[config.mk]
export PLATFORM = sky130hd
export DESIGN_NAME = c_literal_escape_stream
export DESIGN_NICKNAME = d
export VERILOG_FILES = /design/src/sv/cle_pkg.sv /design/src/sv/cle_front.sv /design/src/sv/cle_queue.sv /design/src/sv/cle_back.sv /design/src/sv/c_literal_escape_stream.sv
export SDC_FILE = /design/constraint.sdc
export NUM_CORES = 1
export LEC_CHECK = 0
export ABC_AREA = 1
export BUFFER_PORTS_ARGS = -buffer_cell sky130_fd_sc_hd__buf_2
export CORE_AREA = 2 2 137 139
export CTS_BUF_LIST = sky130_fd_sc_hd__clkbuf_4
export CTS_CLUSTER_SIZE = 40
export DETAILED_ROUTE_END_ITERATION = 10
export DIE_AREA = 0 0 139 141
export SLEW_MARGIN = 20
export SYNTH_ARGS = -nofsm -noshare
export SYNTH_HDL_FRONTEND = slang
export SYNTH_HIERARCHICAL = 1
export SYNTH_SLANG_ARGS = --single-unit
[constraint.sdc]
create_clock -name clock -period 7.1 [get_ports clock]
set_clock_uncertainty 0.1 [all_clocks]
set_input_delay 1.065 -clock clock [delete_from_list [all_inputs] [get_ports clock]]
set_output_delay 1.065 -clock clock [all_outputs]
set_load 0.01 [all_outputs]
[src/sv/cle_pkg.sv]
package cle_pkg;

   // Character codes used by the escaper
   localparam logic [7:0] BSL_CHAR = 8'h5C;
   localparam logic [7:0] DQ_CHAR  = 8'h22;
   localparam logic [7:0] SQ_CHAR  = 8'h27;
   localparam logic [7:0] NUL_CHAR = 8'h00;

   // Most output beats one input beat can expand to
   localparam int MAX_BEATS = 5;
   localparam int COUNT_W   = $clog2(MAX_BEATS + 1);

   typedef struct packed {
      logic [7:0] in_byte;
      logic       in_last;
   } req_type;

   typedef struct packed {
      logic [7:0] out_byte;
      logic       out_last;
      logic       escape_error;
   } rsp_type;

   // One classified input beat: the bytes it expands to and their count
   typedef struct packed {
      logic [MAX_BEATS-1:0][7:0] bytes;
      logic [COUNT_W-1:0]        count;
      logic                      last;
      logic                      err;
   } cmd_type;

endpackage

[src/sv/cle_front.sv]
module cle_front (
   input  logic            clock,
   input  logic            reset,
   input  logic            csr_write,
   input  logic            csr_wdata,
   input  logic            accept,
   input  cle_pkg::req_type req,
   output logic            push,
   output cle_pkg::cmd_type cmd
);
   import cle_pkg::*;

   typedef enum logic [2:0] {
      CTX_PLAIN   = 3'd0,
      CTX_ESC     = 3'd1,
      CTX_STR     = 3'd2,
      CTX_STR_ESC = 3'd3,
      CTX_CHR     = 3'd4,
      CTX_CHR_ESC = 3'd5,
      CTX_CLOSE   = 3'd6
   } ctx_type;

   ctx_type    ctx_ff, ctx_in;
   logic       start_ff, start_in;
   logic       wrap_ff;

   logic [7:0] c;
   logic [7:0] letter;
   logic       last;
   logic       use_plain;
   logic       err;
   logic [3:0][7:0] b;
   logic [2:0] bc;
   logic       pre, post;
   logic [COUNT_W-1:0] sum;
   logic [2:0] idx;

   // Letter for a control byte that has a backslash form, else zero
   function automatic logic [7:0] ctl_letter(input logic [7:0] x);
      logic [7:0] r;
      case (x)
         8'd7:    r = "a";
         8'd8:    r = "b";
         8'd12:   r = "f";
         8'd10:   r = "n";
         8'd13:   r = "r";
         8'd9:    r = "t";
         8'd11:   r = "v";
         default: r = NUL_CHAR;
      endcase
      return r;
   endfunction

   function automatic logic is_simple(input logic [7:0] x);
      return x == "a" || x == "b" || x == "f" || x == "n" || x == "r" ||
             x == "t" || x == "v" || x == SQ_CHAR || x == "?";
   endfunction

   assign c      = req.in_byte;
   assign last   = req.in_last;
   assign letter = ctl_letter(c);

   // Classify the byte against the current context
   always_comb begin
      b         = {4{DQ_CHAR}};
      bc        = 3'd0;
      ctx_in    = CTX_PLAIN;
      err       = 1'b0;
      use_plain = 1'b0;
      unique case (ctx_ff)
         CTX_ESC: begin
            if (is_simple(c)) begin
               b[0] = BSL_CHAR; b[1] = BSL_CHAR; b[2] = c; bc = 3'd3;
            end else if (c == DQ_CHAR) begin
               b[0] = BSL_CHAR; b[1] = BSL_CHAR; b[2] = BSL_CHAR; b[3] = DQ_CHAR;
               bc = 3'd4;
            end else if (c == BSL_CHAR) begin
               b = {4{BSL_CHAR}}; bc = 3'd4;
            end else begin
               b[0] = c; bc = 3'd1;
            end
         end
         CTX_STR: begin
            ctx_in = CTX_STR;
            if (letter != NUL_CHAR) begin
               b[0] = BSL_CHAR; b[1] = letter; bc = 3'd2;
            end else if (c == BSL_CHAR) begin
               if (last) err = 1'b1;
               else ctx_in = CTX_STR_ESC;
            end else if (c == DQ_CHAR) begin
               b[0] = BSL_CHAR; b[1] = DQ_CHAR; bc = 3'd2;
               ctx_in = CTX_PLAIN;
            end else begin
               b[0] = c; bc = 3'd1;
            end
         end
         CTX_STR_ESC: begin
            ctx_in = CTX_STR;
            b[0] = BSL_CHAR; b[1] = BSL_CHAR;
            if (is_simple(c)) begin
               b[2] = BSL_CHAR; b[3] = c; bc = 3'd4;
            end else if (c == DQ_CHAR) begin
               b[2] = BSL_CHAR; b[3] = DQ_CHAR; bc = 3'd4;
            end else if (c == BSL_CHAR) begin
               b[2] = BSL_CHAR; b[3] = BSL_CHAR; bc = 3'd4;
            end else begin
               b[2] = c; bc = 3'd3;
            end
         end
         CTX_CHR: begin
            ctx_in = CTX_CLOSE;
            if (c == BSL_CHAR) begin
               if (last) begin
                  b[0] = BSL_CHAR; b[1] = BSL_CHAR; bc = 3'd2;
               end else begin
                  ctx_in = CTX_CHR_ESC;
               end
            end else if (c == DQ_CHAR || c == SQ_CHAR) begin
               b[0] = BSL_CHAR; b[1] = c; bc = 3'd2;
            end else begin
               b[0] = c; bc = 3'd1;
            end
         end
         CTX_CHR_ESC: begin
            ctx_in = CTX_CLOSE;
            if (c == BSL_CHAR) begin
               b = {4{BSL_CHAR}}; bc = 3'd4;
            end else if (c == DQ_CHAR) begin
               b[0] = BSL_CHAR; b[1] = DQ_CHAR; bc = 3'd2;
            end else begin
               b[0] = BSL_CHAR; b[1] = BSL_CHAR; b[2] = c; bc = 3'd3;
            end
         end
         CTX_CLOSE: begin
            if (c == SQ_CHAR) begin
               b[0] = SQ_CHAR; bc = 3'd1;
            end else begin
               use_plain = 1'b1;
            end
         end
         default: use_plain = 1'b1;
      endcase

      // Plain text handling, also for a non-quote byte awaiting the close
      if (use_plain) begin
         ctx_in = CTX_PLAIN;
         if (letter != NUL_CHAR) begin
            b[0] = BSL_CHAR; b[1] = letter; bc = 3'd2;
         end else if (c == BSL_CHAR) begin
            if (last) begin
               b[0] = BSL_CHAR; b[1] = BSL_CHAR; bc = 3'd2;
            end else begin
               ctx_in = CTX_ESC;
            end
         end else if (c == DQ_CHAR) begin
            b[0] = BSL_CHAR; b[1] = DQ_CHAR; bc = 3'd2;
            ctx_in = CTX_STR;
         end else if (c == SQ_CHAR) begin
            b[0] = SQ_CHAR; bc = 3'd1;
            ctx_in = CTX_CHR;
         end else begin
            b[0] = c; bc = 3'd1;
         end
      end

      // End of text or an error returns to plain text at a new start
      if (last || err) ctx_in = CTX_PLAIN;
      start_in = last || err;
   end

   // Frame the body with the wrap quotes and cap the beat count; an error gives one NUL beat
   always_comb begin
      pre  = start_ff && wrap_ff;
      post = last && wrap_ff;
      sum  = COUNT_W'({2'b0, pre}) + COUNT_W'(bc) + COUNT_W'({2'b0, post});
      cmd.count = (sum > COUNT_W'(MAX_BEATS)) ? COUNT_W'(MAX_BEATS) : sum;
      cmd.last  = last;
      cmd.err   = err;
      for (int k = 0; k < MAX_BEATS; k++) begin
         idx = 3'(k) - {2'b0, pre};
         if (k == 0 && pre) cmd.bytes[k] = DQ_CHAR;
         else if (idx < bc) cmd.bytes[k] = b[idx[1:0]];
         else cmd.bytes[k] = DQ_CHAR;
      end
      if (err) begin
         cmd.bytes    = '0;
         cmd.bytes[0] = NUL_CHAR;
         cmd.count    = COUNT_W'(1);
      end
   end

   // Skip beats that expand to nothing
   assign push = accept && (cmd.count != '0);

   // Hold context, text start and the wrap setting
   always_ff @(posedge clock) begin
      if (reset) begin
         ctx_ff   <= CTX_PLAIN;
         start_ff <= 1'b1;
         wrap_ff  <= 1'b1;
      end else begin
         if (csr_write) wrap_ff <= csr_wdata;
         if (accept) begin
            ctx_ff   <= ctx_in;
            start_ff <= start_in;
         end
      end
   end

   a_last_restarts: assert property (@(posedge clock) disable iff (reset)
      accept && req.in_last |=> start_ff && ctx_ff == CTX_PLAIN)
      else $error("text end did not return to plain text start");

endmodule

[src/sv/cle_queue.sv]
module cle_queue #(
   parameter int DEPTH = 2
) (
   input  logic             clock,
   input  logic             reset,
   input  logic             push,
   input  cle_pkg::cmd_type push_data,
   input  logic             pop,
   output cle_pkg::cmd_type head,
   output logic             full,
   output logic             empty
);
   import cle_pkg::*;

   localparam int PTR_W = $clog2(DEPTH);
   localparam int CNT_W = $clog2(DEPTH + 1);

   cmd_type            mem_ff [DEPTH];
   logic [PTR_W-1:0]   wr_ptr_ff, rd_ptr_ff;
   logic [CNT_W-1:0]   count_ff;

   assign full  = count_ff == CNT_W'(DEPTH);
   assign empty = count_ff == '0;
   assign head  = mem_ff[rd_ptr_ff];

   // Store pushed commands
   always_ff @(posedge clock) begin
      if (push) mem_ff[wr_ptr_ff] <= push_data;
   end

   // Advance pointers and occupancy
   always_ff @(posedge clock) begin
      if (reset) begin
         wr_ptr_ff <= '0;
         rd_ptr_ff <= '0;
         count_ff  <= '0;
      end else begin
         if (push) begin
            wr_ptr_ff <= (wr_ptr_ff == PTR_W'(DEPTH - 1)) ? '0 : wr_ptr_ff + 1'b1;
         end
         if (pop) begin
            rd_ptr_ff <= (rd_ptr_ff == PTR_W'(DEPTH - 1)) ? '0 : rd_ptr_ff + 1'b1;
         end
         if (push && !pop) count_ff <= count_ff + 1'b1;
         else if (pop && !push) count_ff <= count_ff - 1'b1;
      end
   end

   a_no_overflow: assert property (@(posedge clock) disable iff (reset)
      full && !pop |-> !push)
      else $error("push into a full command queue");

   a_no_underflow: assert property (@(posedge clock) disable iff (reset)
      empty |-> !pop)
      else $error("pop from an empty command queue");

endmodule

[src/sv/cle_back.sv]
module cle_back (
   input  logic             clock,
   input  logic             reset,
   input  logic             head_valid,
   input  cle_pkg::cmd_type head,
   output logic             head_pop,
   input  logic             rsp_pop,
   output logic             rsp_empty,
   output cle_pkg::rsp_type rsp_data
);
   import cle_pkg::*;

   logic [COUNT_W-1:0] ptr_ff;
   logic               rsp_valid_ff;
   rsp_type            rsp_ff;
   logic               load;
   logic               final_beat;

   assign rsp_empty  = !rsp_valid_ff;
   assign rsp_data   = rsp_ff;
   assign final_beat = ptr_ff == (head.count - 1'b1);
   assign load       = head_valid && (!rsp_valid_ff || rsp_pop);
   assign head_pop   = load && final_beat;

   // Hold the output beat
   always_ff @(posedge clock) begin
      if (load) begin
         rsp_ff.out_byte     <= head.bytes[ptr_ff];
         rsp_ff.out_last     <= head.last && final_beat;
         rsp_ff.escape_error <= head.err;
      end
   end

   // Step through the beats of the head command
   always_ff @(posedge clock) begin
      if (reset) begin
         ptr_ff       <= '0;
         rsp_valid_ff <= 1'b0;
      end else begin
         if (load) begin
            ptr_ff       <= final_beat ? '0 : ptr_ff + 1'b1;
            rsp_valid_ff <= 1'b1;
         end else if (rsp_pop) begin
            rsp_valid_ff <= 1'b0;
         end
      end
   end

   a_ptr_in_range: assert property (@(posedge clock) disable iff (reset)
      head_valid |-> ptr_ff < head.count)
      else $error("beat pointer past command length");

   a_error_is_last: assert property (@(posedge clock) disable iff (reset)
      rsp_valid_ff && rsp_ff.escape_error |-> rsp_ff.out_last)
      else $error("error beat not marked last");

endmodule

[src/sv/c_literal_escape_stream.sv]
// Escapes a raw text byte stream into C literal text.
// Input channel: req_data (byte and last flag) is taken at an edge with
// req_push high and req_full low. Result channel: while rsp_empty is low
// the oldest result beat is on rsp_data; it is taken at an edge with
// rsp_pop high. csr_write with csr_wdata sets the wrap-quotes bit.
// The front classifies one input beat per cycle, while req_full is low,
// against the tracked context and queues a command of 0 to 5 output
// bytes; the back plays each command out one beat per cycle, while the
// receiver takes them, through an output register. An input's result
// beats pass through the command queue and the output register. One
// input is taken per cycle while inputs expand to one byte and the
// receiver keeps up; an input of more bytes holds the back until all of
// them are out, and req_full rises once the command queue (QUEUE_DEPTH
// entries) fills. A stalled receiver holds the result beat and backs up
// through the queue to req_full. Reset clears the context to plain text,
// marks a text start, empties the queue and sets wrap quotes to on.
module c_literal_escape_stream #(
   parameter int QUEUE_DEPTH = 2
) (
   input  logic             clock,
   input  logic             reset,
   input  logic             req_push,
   output logic             req_full,
   input  cle_pkg::req_type req_data,
   output logic             rsp_empty,
   input  logic             rsp_pop,
   output cle_pkg::rsp_type rsp_data,
   input  logic             csr_write,
   input  logic             csr_wdata
);
   import cle_pkg::*;

   logic    accept;
   logic    cmd_push;
   cmd_type cmd;
   cmd_type head;
   logic    q_empty;
   logic    head_pop;

   assign accept = req_push && !req_full;

   cle_front u_front (
      .clock     (clock),
      .reset     (reset),
      .csr_write (csr_write),
      .csr_wdata (csr_wdata),
      .accept    (accept),
      .req       (req_data),
      .push      (cmd_push),
      .cmd       (cmd)
   );

   cle_queue #(
      .DEPTH (QUEUE_DEPTH)
   ) u_queue (
      .clock     (clock),
      .reset     (reset),
      .push      (cmd_push),
      .push_data (cmd),
      .pop       (head_pop),
      .head      (head),
      .full      (req_full),
      .empty     (q_empty)
   );

   cle_back u_back (
      .clock      (clock),
      .reset      (reset),
      .head_valid (!q_empty),
      .head       (head),
      .head_pop   (head_pop),
      .rsp_pop    (rsp_pop),
      .rsp_empty  (rsp_empty),
      .rsp_data   (rsp_data)
   );

endmodule

* Yosys cells after proc, flatten, opt, wreduce, memory -nomap -nowiden
Memories as Yosys holds them, arrays and structs flattened. A register that Yosys moved wholly into a read port is not among the register bits.
Index checks and enable logic that the tools add are counted.
** Cells by class
- Multiplexer cells :: 101
- Reduce and logical (&&, ||, !) cells :: 31
- Eq/ne operators :: 26
- $lt $le $gt $ge :: 12
- Add/sub/neg operators :: 13
** Operator list (count)
- $mux W8 :: 22
- $mux W16 :: 8
- $bmux W8 S2 :: 5
- $mux W3 :: 26
- $eq A8 B7 Y1 const B :: 8
- $pmux W7 S7 :: 1
- $eq A8 B4 Y1 const B :: 6
- $mux W24 :: 2
- $pmux W16 S3 :: 1
- $pmux W8 S6 :: 1
- $mux W43 :: 1
- $pmux W8 S5 :: 1
- $mux W32 :: 1
- $mux W15 :: 2
- $bmux W8 S3 :: 1
- $eq A8 B6 Y1 const B :: 3
- $mux W23 :: 1
- $pmux W3 S6 :: 1
- $mux W1 :: 17
- $lt A2 B3 Y1 const B :: 5
- $lt A3 B3 Y1 :: 5
- $mux W2 :: 7
- $pmux W3 S4 :: 1
- $logic_or A1 B1 Y1 :: 11
- other kinds (27) :: 46
** Word-level totals
- Memories kept :: 1
- Output and inout port bits :: 12
- Input port bits :: 15
- Bits in writable memories :: 90
- Bits in registers :: 23
** Memory list
- u_queue.mem_ff :: words 2, width 45, read ports 1, clocked after Yosys merged registers in 1, wr ports 1, RTL line cle_queue.sv:18 : cmd_type mem_ff [DEPTH];

* Longest topological paths before layout
Gate-level depths: netlist of run 1.
- Depth in word-level cells :: 26
- Depth in mapped cells :: 26
- Mapped depth without buffers :: 25

* By module
Netlist of run 1, hierarchy kept.
** By module, submodules not included
- cle_queue :: seq. area each 2802.7 um2, area an instance 3677.3 um2, cells an instance 173, instances 1
- cle_front :: seq. area each 100.1 um2, area an instance 2419.8 um2, cells an instance 483, instances 1
- cle_back :: seq. area each 380.4 um2, area an instance 1009.7 um2, cells an instance 139, instances 1
- c_literal_escape_stream :: seq. area each 0.0 um2, area an instance 13.8 um2, cells an instance 3, instances 1

* Worst setup path before layout of run 1
OpenSTA, ideal clock, no wires.
- Path type :: in2reg
- Start :: input port req_data[2] (netlist name)
- End :: memory u_queue/mem_ff[0][0] (netlist name) (enable)
- Arrival :: 5218 ps
- Path buffers :: 1
- Stages :: 20
- Path slack :: 1333 ps
- Cell sequence :: buf_4 > inv_1 > nand2_1 > nor2_4 > nand2_4 > inv_2 > nor2_4 > inv_1 > nor2_1 > inv_1 > nand3_1 > nor4_1 > a21oi_1 > fa_1 > ha_1 > xor2_1 > o21ai_0 > inv_1 > inv_1 > nor2_1
** Between the ends
- Cells in the longest elaborated chain, start to end :: 24
- Elaborated cells between the ends (all ways) :: 62
** Ends and longest elaborated chain
- start, declared :: RTL line c_literal_escape_stream.sv:24 : input cle_pkg::req_type req_data,
- $eq A8 B7 Y1 :: RTL line cle_front.sv:55 : return x == "a" || x == "b" || x == "f" || x == "n" || x == "r" ||
- $logic_or A1 B1 Y1 (5 in a row) :: RTL line cle_front.sv:55
- $logic_or A1 B1 Y1 (3 in a row) :: RTL line cle_front.sv:56 : x == "t" || x == "v" || x == SQ_CHAR || x == "?";
- $mux W3 (on tied branches) :: RTL line cle_front.sv:100, cle_front.sv:72
- $pmux W3 S6 :: RTL line cle_front.sv:70 : unique case (ctx_ff)
- $mux W3 :: RTL line cle_front.sv:150 : if (last) begin
- $mux W3 :: RTL line cle_front.sv:149 : end else if (c == BSL_CHAR) begin
- $mux W3 :: RTL line cle_front.sv:147 : if (letter != NUL_CHAR) begin
- (+3 left out)
- $gt A3 B3 Y1 :: RTL line cle_front.sv:176 : cmd.count = (sum > COUNT_W'(MAX_BEATS)) ? COUNT_W'(MAX_BEATS) : sum;
- $mux W3 :: RTL line cle_front.sv:176
- $mux W43 (*) :: RTL line cle_front.sv:185 : if (err) begin
- $reduce_bool A3 Y1 (*) :: RTL line cle_front.sv:193 : assign push = accept && (cmd.count != '0);
- $logic_and A1 B1 Y1 (*) :: RTL line cle_front.sv:193
- net cmd_push :: RTL line c_literal_escape_stream.sv:34 : logic cmd_push;
- $mux W1 (*) :: RTL line cle_queue.sv:28 : if (push) mem_ff[wr_ptr_ff] <= push_data;
- $mux W1 (not written as such) (*) :: RTL line cle_queue.sv:28
- end, declared :: RTL line cle_queue.sv:18
The timed path passes the listed nets; every way through them passes the cells marked *.

* Worst setup path in the final report of run 1
- Start :: input port req_data[5] (netlist name)
- End :: memory u_queue/mem_ff[0][33] (netlist name) (enable)
The elaborated chain is that of the path after synthesis.

==> metrics, run 1 <==
top post-synthesis cells by count nand2_1 (175), edfxtp_1 (100), inv_1 (86), nor2_1 (82), nand3_1 (73); Final Util 0.419; Area growth syn-to-layout 7.42%; async set-or-reset flop fraction in the synthesized netlist 0; Setup-failing EPs final 0; drt via density 5.02; VDD IR max 0.119 mV; GRT Overall Usage 0.174; Filler cells 1848; final hold vios 0; fin crit period 4.86 ns; initial core utilization 0.390; total number of vias 5369; post-synth top area share 0.422; first-pass GRT wire length 26900 um; pin count of the biggest net entering global routing 46; Clock transition at path regs 0.10 ns; CTS tree yes; vias in the first global route 5117; Slew Limit Headroom 0.388; gr ovfl total 0; most numerous cell in the Yosys netlist nand2_1; H-tree levels 4; number of top-level pins 27; Remaining DRCs 0; syn_area_per_cell 8.92 um^2; Slew @ Worst Pin 0.917 ns; Multi-input gate area 3200 um^2; RSZ-0062 raised after global routing false; synth top area cells edfxtp_1 (42%), nand2_1 (9.2%), mux2_4 (8.4%); fin crit share 0.685; final count of pins violating max slew 0; critical path class input pin to flip-flop; layout cells sized above 1 0.194; final wirelength 16600 um; Seq/Total Area, Yosys 0.461; clock network latency to the later pin of the worst-skew pair 0.50 ns; Cells after Synth 798; antenna violations before repair 1; Synthesized Nets 824; Routed WL per cell 15.5 um; Reg area 3280 um^2; number of buffers added on ports 26; Placement Setup Slack 1.74 ns; Cell variety after synth 49; Hold WC Path Type flip-flop to flip-flop; Die Wd 139 um; CP required 7.17 ns; CP Capture Type flip-flop; Non-Filler Instances 1070; post-synthesis register bit count 114; Mapped Area 7120 um^2; Max Clk Rate 206 MHz; Core ar. 18300 um^2; nets@finish 848; number of flops mapped to enable cells by yosys 100; Final Wtd Congestion 0.927; P_leak 3.32 nW; post-CTS sizing 0; crit path max fanout 27; Clock Sinks 114; fin worst setup slack 2.24 ns; Synth Flop Type edfxtp_1; TritonCTS Buffers 17; post-synthesis cell type with the largest combined area edfxtp_1; first-iteration detailed-routing DRC count 405; DP HPWL 12400 um; Hold Buf Count CTS 0; Rows 50; YS warnings 6; Worst Setup Start Kind input pin; Routed Antenna Nets 0; setup bufs post-CTS 0; die footprint 19600 um^2; CTS Buffer Depth 2; outcome finished, final reports clean; register-to-register setup slack 2.58 ns; Fin Setup TNS 0 ns; pwr/cell area 282 nW/um^2; TritonRoute pass-1 iters 5; Max-Cap Viols 0; Arr. time, crit path 4.93 ns; Die Span Y 141 um; root buf cell clkbuf_4; Placed Cells 1037
layout make-up:
type / count / area share
Inverter: 104 / 0.0530
Antenna cell: 1 / 0.000327
Sequential cell: 114 / 0.429
Clock buffer: 19 / 0.0186
Timing Repair Buffer: 32 / 0.0229
Tap cell: 234 / 0.0383
Clock inverter: 13 / 0.0186
Multi-Input combinational cell: 553 / 0.419
through the flow:
stage,instance area [um^2],hold slack (ns),total power (W)
after global routing,7650,0.421,0.00231
after floorplan,7120,0.354,0.00157
final,7650,0.404,0.00216
after detailed placement,7360,0.386,0.00171
after CTS,7650,0.402,0.00219
after global placement,7360,0.381,0.00169
where the power goes:
group	switching, W	internal, W
Combinational	0.000425	0.000301
Sequential	0.0000531	0.000905
Clock	0.000227	0.000246
routing by layer:
layer | GRT usage | routed length, um | vias to the layer above
li1 | - | - | 2736
met1 | 0.231 | 7660 | 2478
met2 | 0.287 | 7930 | 130
met3 | 0.0282 | 603 | 25
met4 | 0.0712 | 401 | 0
met5 | 0 | 0 | -
state kept, by name (all words and copies together) (netlist names), named ones only:
register             cells
u_queue/mem_ff          90
u_back/rsp_data         10
u_back/ptr_ff            3
u_front/ctx_ff           3
u_queue/count_ff         2
u_back/rsp_valid_ff      1
u_front/start_ff         1
u_front/wrap_ff          1
u_queue/rd_ptr_ff        1
u_queue/wr_ptr_ff        1
cells by family after synthesis:
kind of cell	synth area share
xor+xnor	0.00369
mux	0.0923
fa+ha+maj	0.0204
flops	0.461
simple gates	0.257
buf+inv	0.0901
compound gates	0.0759
critical path, stage by stage:
cell and delay (ns):
buf_2 0.15, inv_2 0.11, nand2_1 0.07, nor2_2 0.16, nand2_1 0.31, inv_2 0.23, nor2_4 0.06, inv_1 0.08
nor2_1 0.05, inv_1 0.09, nand3_1 0.10, nor4_1 0.19, a21oi_1 0.14, fa_1 0.43, ha_1 0.21, xor2_1 0.24
o21ai_0 0.11, inv_1 0.12, inv_1 0.08, nor2_4 0.46, buf_4 0.45
worst paths after layout:
path,startpoint,endpoint,depth (start not counted)
worst max-delay path,req_data[5],u_queue/mem_ff[0][33],21
worst min-delay path,u_front/wrap_ff,u_front/wrap_ff,2
worst max register to register,u_front/ctx_ff[1],u_queue/mem_ff[0][33],14
worst min register to register,u_front/wrap_ff,u_front/wrap_ff,2
cell usage in the layout, fill, tap and decap left out, types with 2 or more instances in the layout:
cell and count:
o21ai_1 14, clkinv_4 2, nor2_2 5, nor3_2 2, inv_1 85, a211oi_1 2
nand2_1 175, nand3_1 73, nand4_1 11, buf_2 26, o211ai_1 6, clkinv_2 4
clkinv_1 6, inv_2 13, a21oi_1 27, o31ai_1 4, o21bai_1 3, nor3_1 16
inv_4 3, ha_1 10, nand2_4 5, nand3_2 3, edfxtp_1 100, mux2_4 40
buf_4 6, nor2_1 81, nand2_2 12, xor2_1 2, nor2_4 7, bufinv_16 3
clkbuf_4 19, o21ai_0 35, mux2_2 5, dfxtp_1 13
Power figures use the tool's default switching activity.
==> inputs of run 2 (changes only) <==
clock period = 4.46 ns   (was 7.1 ns; I/O delays follow)
==> run 2 against run 1 <==
Against the previous run: cell count rose by 0.37%; combinational power rose by 56%; hold slack got worse by 0.15 ns; flip-flop and latch count did not move; via count rose by 1.7%; non-clock buffer count rose by 4; global-route usage rose by 0.13 points; critical endpoint is now u_queue/mem_ff[0][39]; largest cell class unchanged; largest power group unchanged.
==> metrics, run 2 (synthesis results as in run 1) <==
R2R depth 17; vias in the first global route 5133; DP HPWL 12300 um; Most flops, register u_queue/mem_ff; TritonCTS Buffers 17; TritonRoute pass-1 iters 5; Worst Setup Start Kind input pin; number of buffers added on ports 26; critical path class input pin to flip-flop; Setup-failing EPs final 0; Clock transition at path regs 0.11 ns; GRT Overall Usage 0.176; VDD IR max 0.193 mV; Die Wd 139 um; crit path to u_queue/mem_ff[0][39]; hold depth 2; total number of vias 5460; Hold WC Path Type input pin to flip-flop; Core ar. 18300 um^2; P_leak 3.35 nW; root buf cell clkbuf_4; Max-Cap Viols 0; final count of pins violating max slew 0; worst r2r src u_front/ctx_ff[2]; final hold vios 0; Rows 50; Final Wtd Congestion 0.940; final wirelength 16500 um; Die Span Y 141 um; placed cell area 7420 um^2; Routed WL per cell 15.4 um; CP required 4.55 ns; clock network latency to the later pin of the worst-skew pair 0.51 ns; most common cell after layout, fill and taps aside nand2_1; die footprint 19600 um^2; Area growth syn-to-layout 8.79%; drt via density 5.08; Clock Sinks 114; first-iteration detailed-routing DRC count 516; layout cells sized above 1 0.195; Max Clk Rate 268 MHz; CP Capture Type flip-flop; fin crit period 3.74 ns; RR Endpoint u_queue/count_ff[1]; commonest non-fill, non-tap cells in the layout nand2_1 (175), edfxtp_1 (100), inv_1 (85); CP most frequent cell inv_1; first-pass GRT wire length 27300 um; outcome finished, final reports clean; Routed Antenna Nets 0; crit path max fanout 45; Remaining DRCs 0; pin count of the biggest net entering global routing 47; gr ovfl total 0; Arr. time, crit path 3.82 ns; nets@finish 852; Slew Limit Headroom 0.384; H-tree levels 4; fin crit share 0.838; initial core utilization 0.390; CP peak stage delay 0.41 ns; antenna violations before repair 1; Hold Buf Count CTS 0; max FFs per register 90; Fin Setup TNS 0 ns; post-CTS sizing 0; Slew @ Worst Pin 0.923 ns; CTS tree yes; number of top-level pins 27; pwr/cell area 459 nW/um^2; worst-path cell chain buf_2 -> inv_2 -> nand2_1 -> nor2_2 -> nand2_1 -> inv_2 -> nor2_4 -> inv_1 -> nor2_1 -> inv_1 -> nand3_1 -> nor4_1 -> a21oi_1 -> fa_1 -> ha_1 -> xor2_1 -> o21ai_0 -> inv_1 -> inv_1 -> nor2_4 -> buf_12; RSZ-0062 raised after global routing false; setup bufs post-CTS 0; CTS Buffer Depth 2; register-to-register setup slack 0.88 ns; Slowest-stage cell, CP fa_1; Setup crit start req_data[5]; Finished Cell Area 7750 um^2
==> run 2: changes by cell type in the layout (fill, tap and decap cells not counted) <==
cell	previous run	this run
buf_4	6	8
clkinvlp_4	0	2
clkinv_2	4	1
clkbuf_4	19	18
clkinv_4	2	0
buf_12	0	2
clkinv_1	6	8
bufinv_16	3	5
==> run 2: worst min-delay path by stage <==
stage,end,slack [ns],start
3_5_place_dp,u_front/wrap_ff,0.38,u_front/wrap_ff
4_1_cts,u_front/wrap_ff,0.20,csr_write
6_report,u_front/wrap_ff,0.25,csr_write
5_1_grt,u_front/wrap_ff,0.24,csr_write
3_3_place_gp,u_front/wrap_ff,0.38,u_front/wrap_ff
2_1_floorplan,u_front/wrap_ff,0.35,u_front/wrap_ff
==> run 2: metrics by stage <==
step / total power, W / util / hold slack (ns) / setup slack, ns / instances
floorplan: 0.00250 / - / 0.354 / 0.131 / 798
global placement: 0.00271 / 0.406 / 0.382 / 0.382 / 1041
detailed placement: 0.00273 / 0.406 / 0.379 / 0.251 / 1041
CTS: 0.00359 / 0.424 / 0.203 / 0.802 / 1073
global route: 0.00379 / 0.424 / 0.236 / 0.397 / 1074
finish: 0.00355 / 0.424 / 0.250 / 0.722 / 1074
==> run 2: where the power goes <==
group	switching [W]	internal (W)
Clock	0.000371	0.000495
Sequential	0.000118	0.00144
Combinational	0.000641	0.000487
Total	0.00113	0.00242
==> run 2: area by class of cell <==
class,count,area (um^2)
antenna,1,2.50
clock buffer,18,135
clock inverter,14,193
fill,1849,10500
inverter,104,405
multi-input combinational,553,3200
sequential,114,3280
tap,234,293
timing repair buffer,36,230
==> run 2: layer usage <==
layer,up-vias,wire (um),GRT usage
met2,169,7800,0.292
met5,-,0,0
met1,2506,7450,0.232
met3,32,792,0.0292
met4,0,482,0.0670
li1,2753,-,-
==> run 2: worst max-delay path: cells and delay by family <==
kind | cells | cell delay (ns)
adder cells (fa/ha/maj) | 2 | 0.61
AO/OA/AOI/OAI | 2 | 0.25
XOR/XNOR | 1 | 0.25
buffers and inverters | 8 | 1.03
AND/OR/NAND/NOR | 8 | 0.96
==> inputs of run 3 (changes only) <==
ABC_AREA = 0   (was 1)
CORE_AREA = 2 2 133 135   (was 2 2 137 139)
DIE_AREA = 0 0 135 137   (was 0 0 139 141)
clock period = 3.4 ns   (was 4.46 ns; I/O delays follow)
==> run 3 against run 2 <==
Against the previous run: hold slack got worse by 0.14 ns; wire length increased by 11%; utilization increased by 6.6 points; area after synthesis decreased by 5.6%; count of clock-buffer cells in the layout decreased by 1; global-route usage increased by 2.6 points; sequential share of layout area decreased by 3.1 points; setup slack got worse by 0.69 ns; total power increased by 29%; final area increased by 8.0%; cell count decreased by 8.7%; largest cell class is now multi-input gates; highest routed layer unchanged.
==> metrics, run 3 <==
crit path max fanout 11; TritonCTS Buffers 17; Remaining DRCs 0; Hold WC Path Type input pin to flip-flop; Fin Setup TNS 0 ns; Core ar. 17100 um^2; root buf cell clkbuf_4; initial core utilization 0.394; fin crit period 3.36 ns; CP Capture Type flip-flop; first-iteration detailed-routing DRC count 412; TritonRoute pass-1 iters 5; post-synthesis cell type with the largest combined area edfxtp_1; gr ovfl total 0; pin count of the biggest net entering global routing 46; fin crit share 0.989; number of top-level pins 27; Worst Setup Start Kind input pin; GRT Overall Usage 0.202; critical path class input pin to flip-flop; Placed Cells 942; min-delay src csr_wdata; final wirelength 18400 um; worst-path cell chain buf_2 -> or4b_4 -> a211o_1 -> nand3_2 -> nor3_4 -> nor2_2 -> a21oi_2 -> fa_2 -> ha_4 -> o41a_1 -> buf_4 -> nor2b_4 -> buf_12 -> clkbuf_16; Slew Limit Headroom 0.559; Area growth syn-to-layout 24.5%; most numerous cell in the Yosys netlist edfxtp_1; nets@finish 768; Die Span Y 137 um; Filler cells 1552; Synthesized Nets 650; Slew @ Worst Pin 0.661 ns; Clock transition at path regs 0.11 ns; commonest non-fill, non-tap cells in the layout buf_4 (104), edfxtp_1 (100), nand2_1 (59); vias in the first global route 5326; worst r2r src u_front/ctx_ff[1]; Seq/Total Area, Yosys 0.488; register-to-register setup slack 0.21 ns; Final Wtd Congestion 0.941; top post-synthesis cells by count edfxtp_1 (100), nand2_1 (61), nor2_1 (49), mux2_2 (46), a21oi_1 (35); P_leak 3.05 nW; Most flops, register u_queue/mem_ff; RSZ-0062 raised after global routing true; Non-Filler Instances 981; Routed WL per cell 18.7 um; Cells after Synth 624; Hold Crit Endpoint u_front/wrap_ff; layout cells sized above 1 0.364; die footprint 18500 um^2; number of buffers added on ports 26; pwr/cell area 549 nW/um^2; CP peak stage delay 0.52 ns; most common cell after layout, fill and taps aside buf_4; CTS Buffer Depth 2; Cell variety after synth 78; Slowest-stage cell, CP or4b_4; Max-Cap Viols 0; Setup-failing EPs final 0; drt via density 5.55; antenna violations before repair 1; YS warnings 6; Arr. time, crit path 3.52 ns; outcome finished, final reports clean; first-pass GRT wire length 28700 um; VDD IR max 0.292 mV; post-synthesis register bit count 114; Max Clk Rate 297 MHz; RR Endpoint u_queue/mem_ff[0][21]; synth top area cells edfxtp_1 (45%), mux2_2 (7.7%), dfxtp_1 (4.2%); hold depth 2; total number of vias 5448; R2R depth 12; async set-or-reset flop fraction in the synthesized netlist 0; Clock Sinks 114; clock network latency to the later pin of the worst-skew pair 0.50 ns; H-tree levels 4; syn_area_per_cell 10.8 um^2; Mapped Area 6720 um^2; Synth Flop Type edfxtp_1; Rows 48; Routed Antenna Nets 0; CTS tree yes; power consumption 0.00460 W; CP required 3.56 ns; final hold vios 0; Die Wd 135 um; DP HPWL 13600 um; max FFs per register 90; post-synth top area share 0.447; final count of pins violating max slew 0; number of flops mapped to enable cells by yosys 100
[run 3: changes by cell type in the layout (fill, tap and decap cells not counted), sizes merged, moves of 11 or more]
cell and change:
nand3 -58, inv -73, nor2 -42, o21ai -18
nor2b +11, buf +99, a211oi +13, a31oi +16
nand2 -131
[run 3: metal layers]
layer  track usage  routed length [um]  up-vias
li1              -                   -     2600
met1         0.273                8010     2629
met2         0.331                8950      181
met3        0.0278                 808       38
met4        0.0804                 586        0
met5             0                   0        -
[run 3: cell type report]
cell class                 count  area, um^2  area share
antenna                        1        2.50    0.000299
timing repair buffer         137        1050       0.126
tap                          225         282      0.0336
clock buffer                  17         128      0.0153
sequential                   114        3290       0.393
clock inverter                15         229      0.0274
inverter                      27         101      0.0121
multi-input combinational    445        3290       0.393
[run 3: cells by family after synthesis]
group | synth area share
flops | 0.488
simple gates | 0.176
mux | 0.108
fa+ha+maj | 0.0216
xor+xnor | 0.0190
compound gates | 0.141
buf+inv | 0.0460
[run 3: what timing repair did]
action,4_1_cts,5_1_grt
gates resized for setup,2,27
pin swaps,2,7
setup endpoints to repair,49,133
gates cloned,0,3
hold buffers,0,0
setup buffers,0,3
[run 3: worst max-delay path by stage]
stage,from,to,slack [ns]
finish,req_data[2],u_queue/mem_ff[0][21],0.04
floorplan,req_data[3],u_queue/mem_ff[0][0],-0.63
CTS,req_data[2],u_queue/mem_ff[1][24],0.008
detailed placement,req_data[2],u_queue/mem_ff[1][39],-0.60
global route,req_data[2],u_queue/count_ff[1],-0.07
global placement,req_data[2],u_queue/count_ff[1],-0.55
[run 3: metrics by stage]
step	worst slack, ns	utilization	hold slack [ns]	area [um^2]
final	0.0359	0.491	0.108	8370
after global routing	-0.0663	0.491	0.0811	8370
after CTS	0.00761	0.479	0.0718	8170
after detailed placement	-0.602	0.457	0.388	7800
after global placement	-0.553	0.457	0.383	7800
after floorplan	-0.632	-	0.366	6780
[run 3: power by group]
| part | total [W] | switching (W) | internal [W] |
|---|---|---|---|
| combinational | 0.00143 | 0.000753 | 0.000676 |
| clock | 0.00121 | 0.000543 | 0.000668 |
| sequential | 0.00196 | 0.0000882 | 0.00187 |
| total | 0.00460 | 0.00138 | 0.00321 |
[run 3: critical path, delay by kind of cell]
| family | cells | cell delay (ns) |
|---|---|---|
| and+or+nand+nor | 5 | 0.92 |
| AOI/OAI and AO/OA | 3 | 0.86 |
| adders and majority gates | 2 | 0.64 |
| buffers and inverters | 4 | 0.58 |
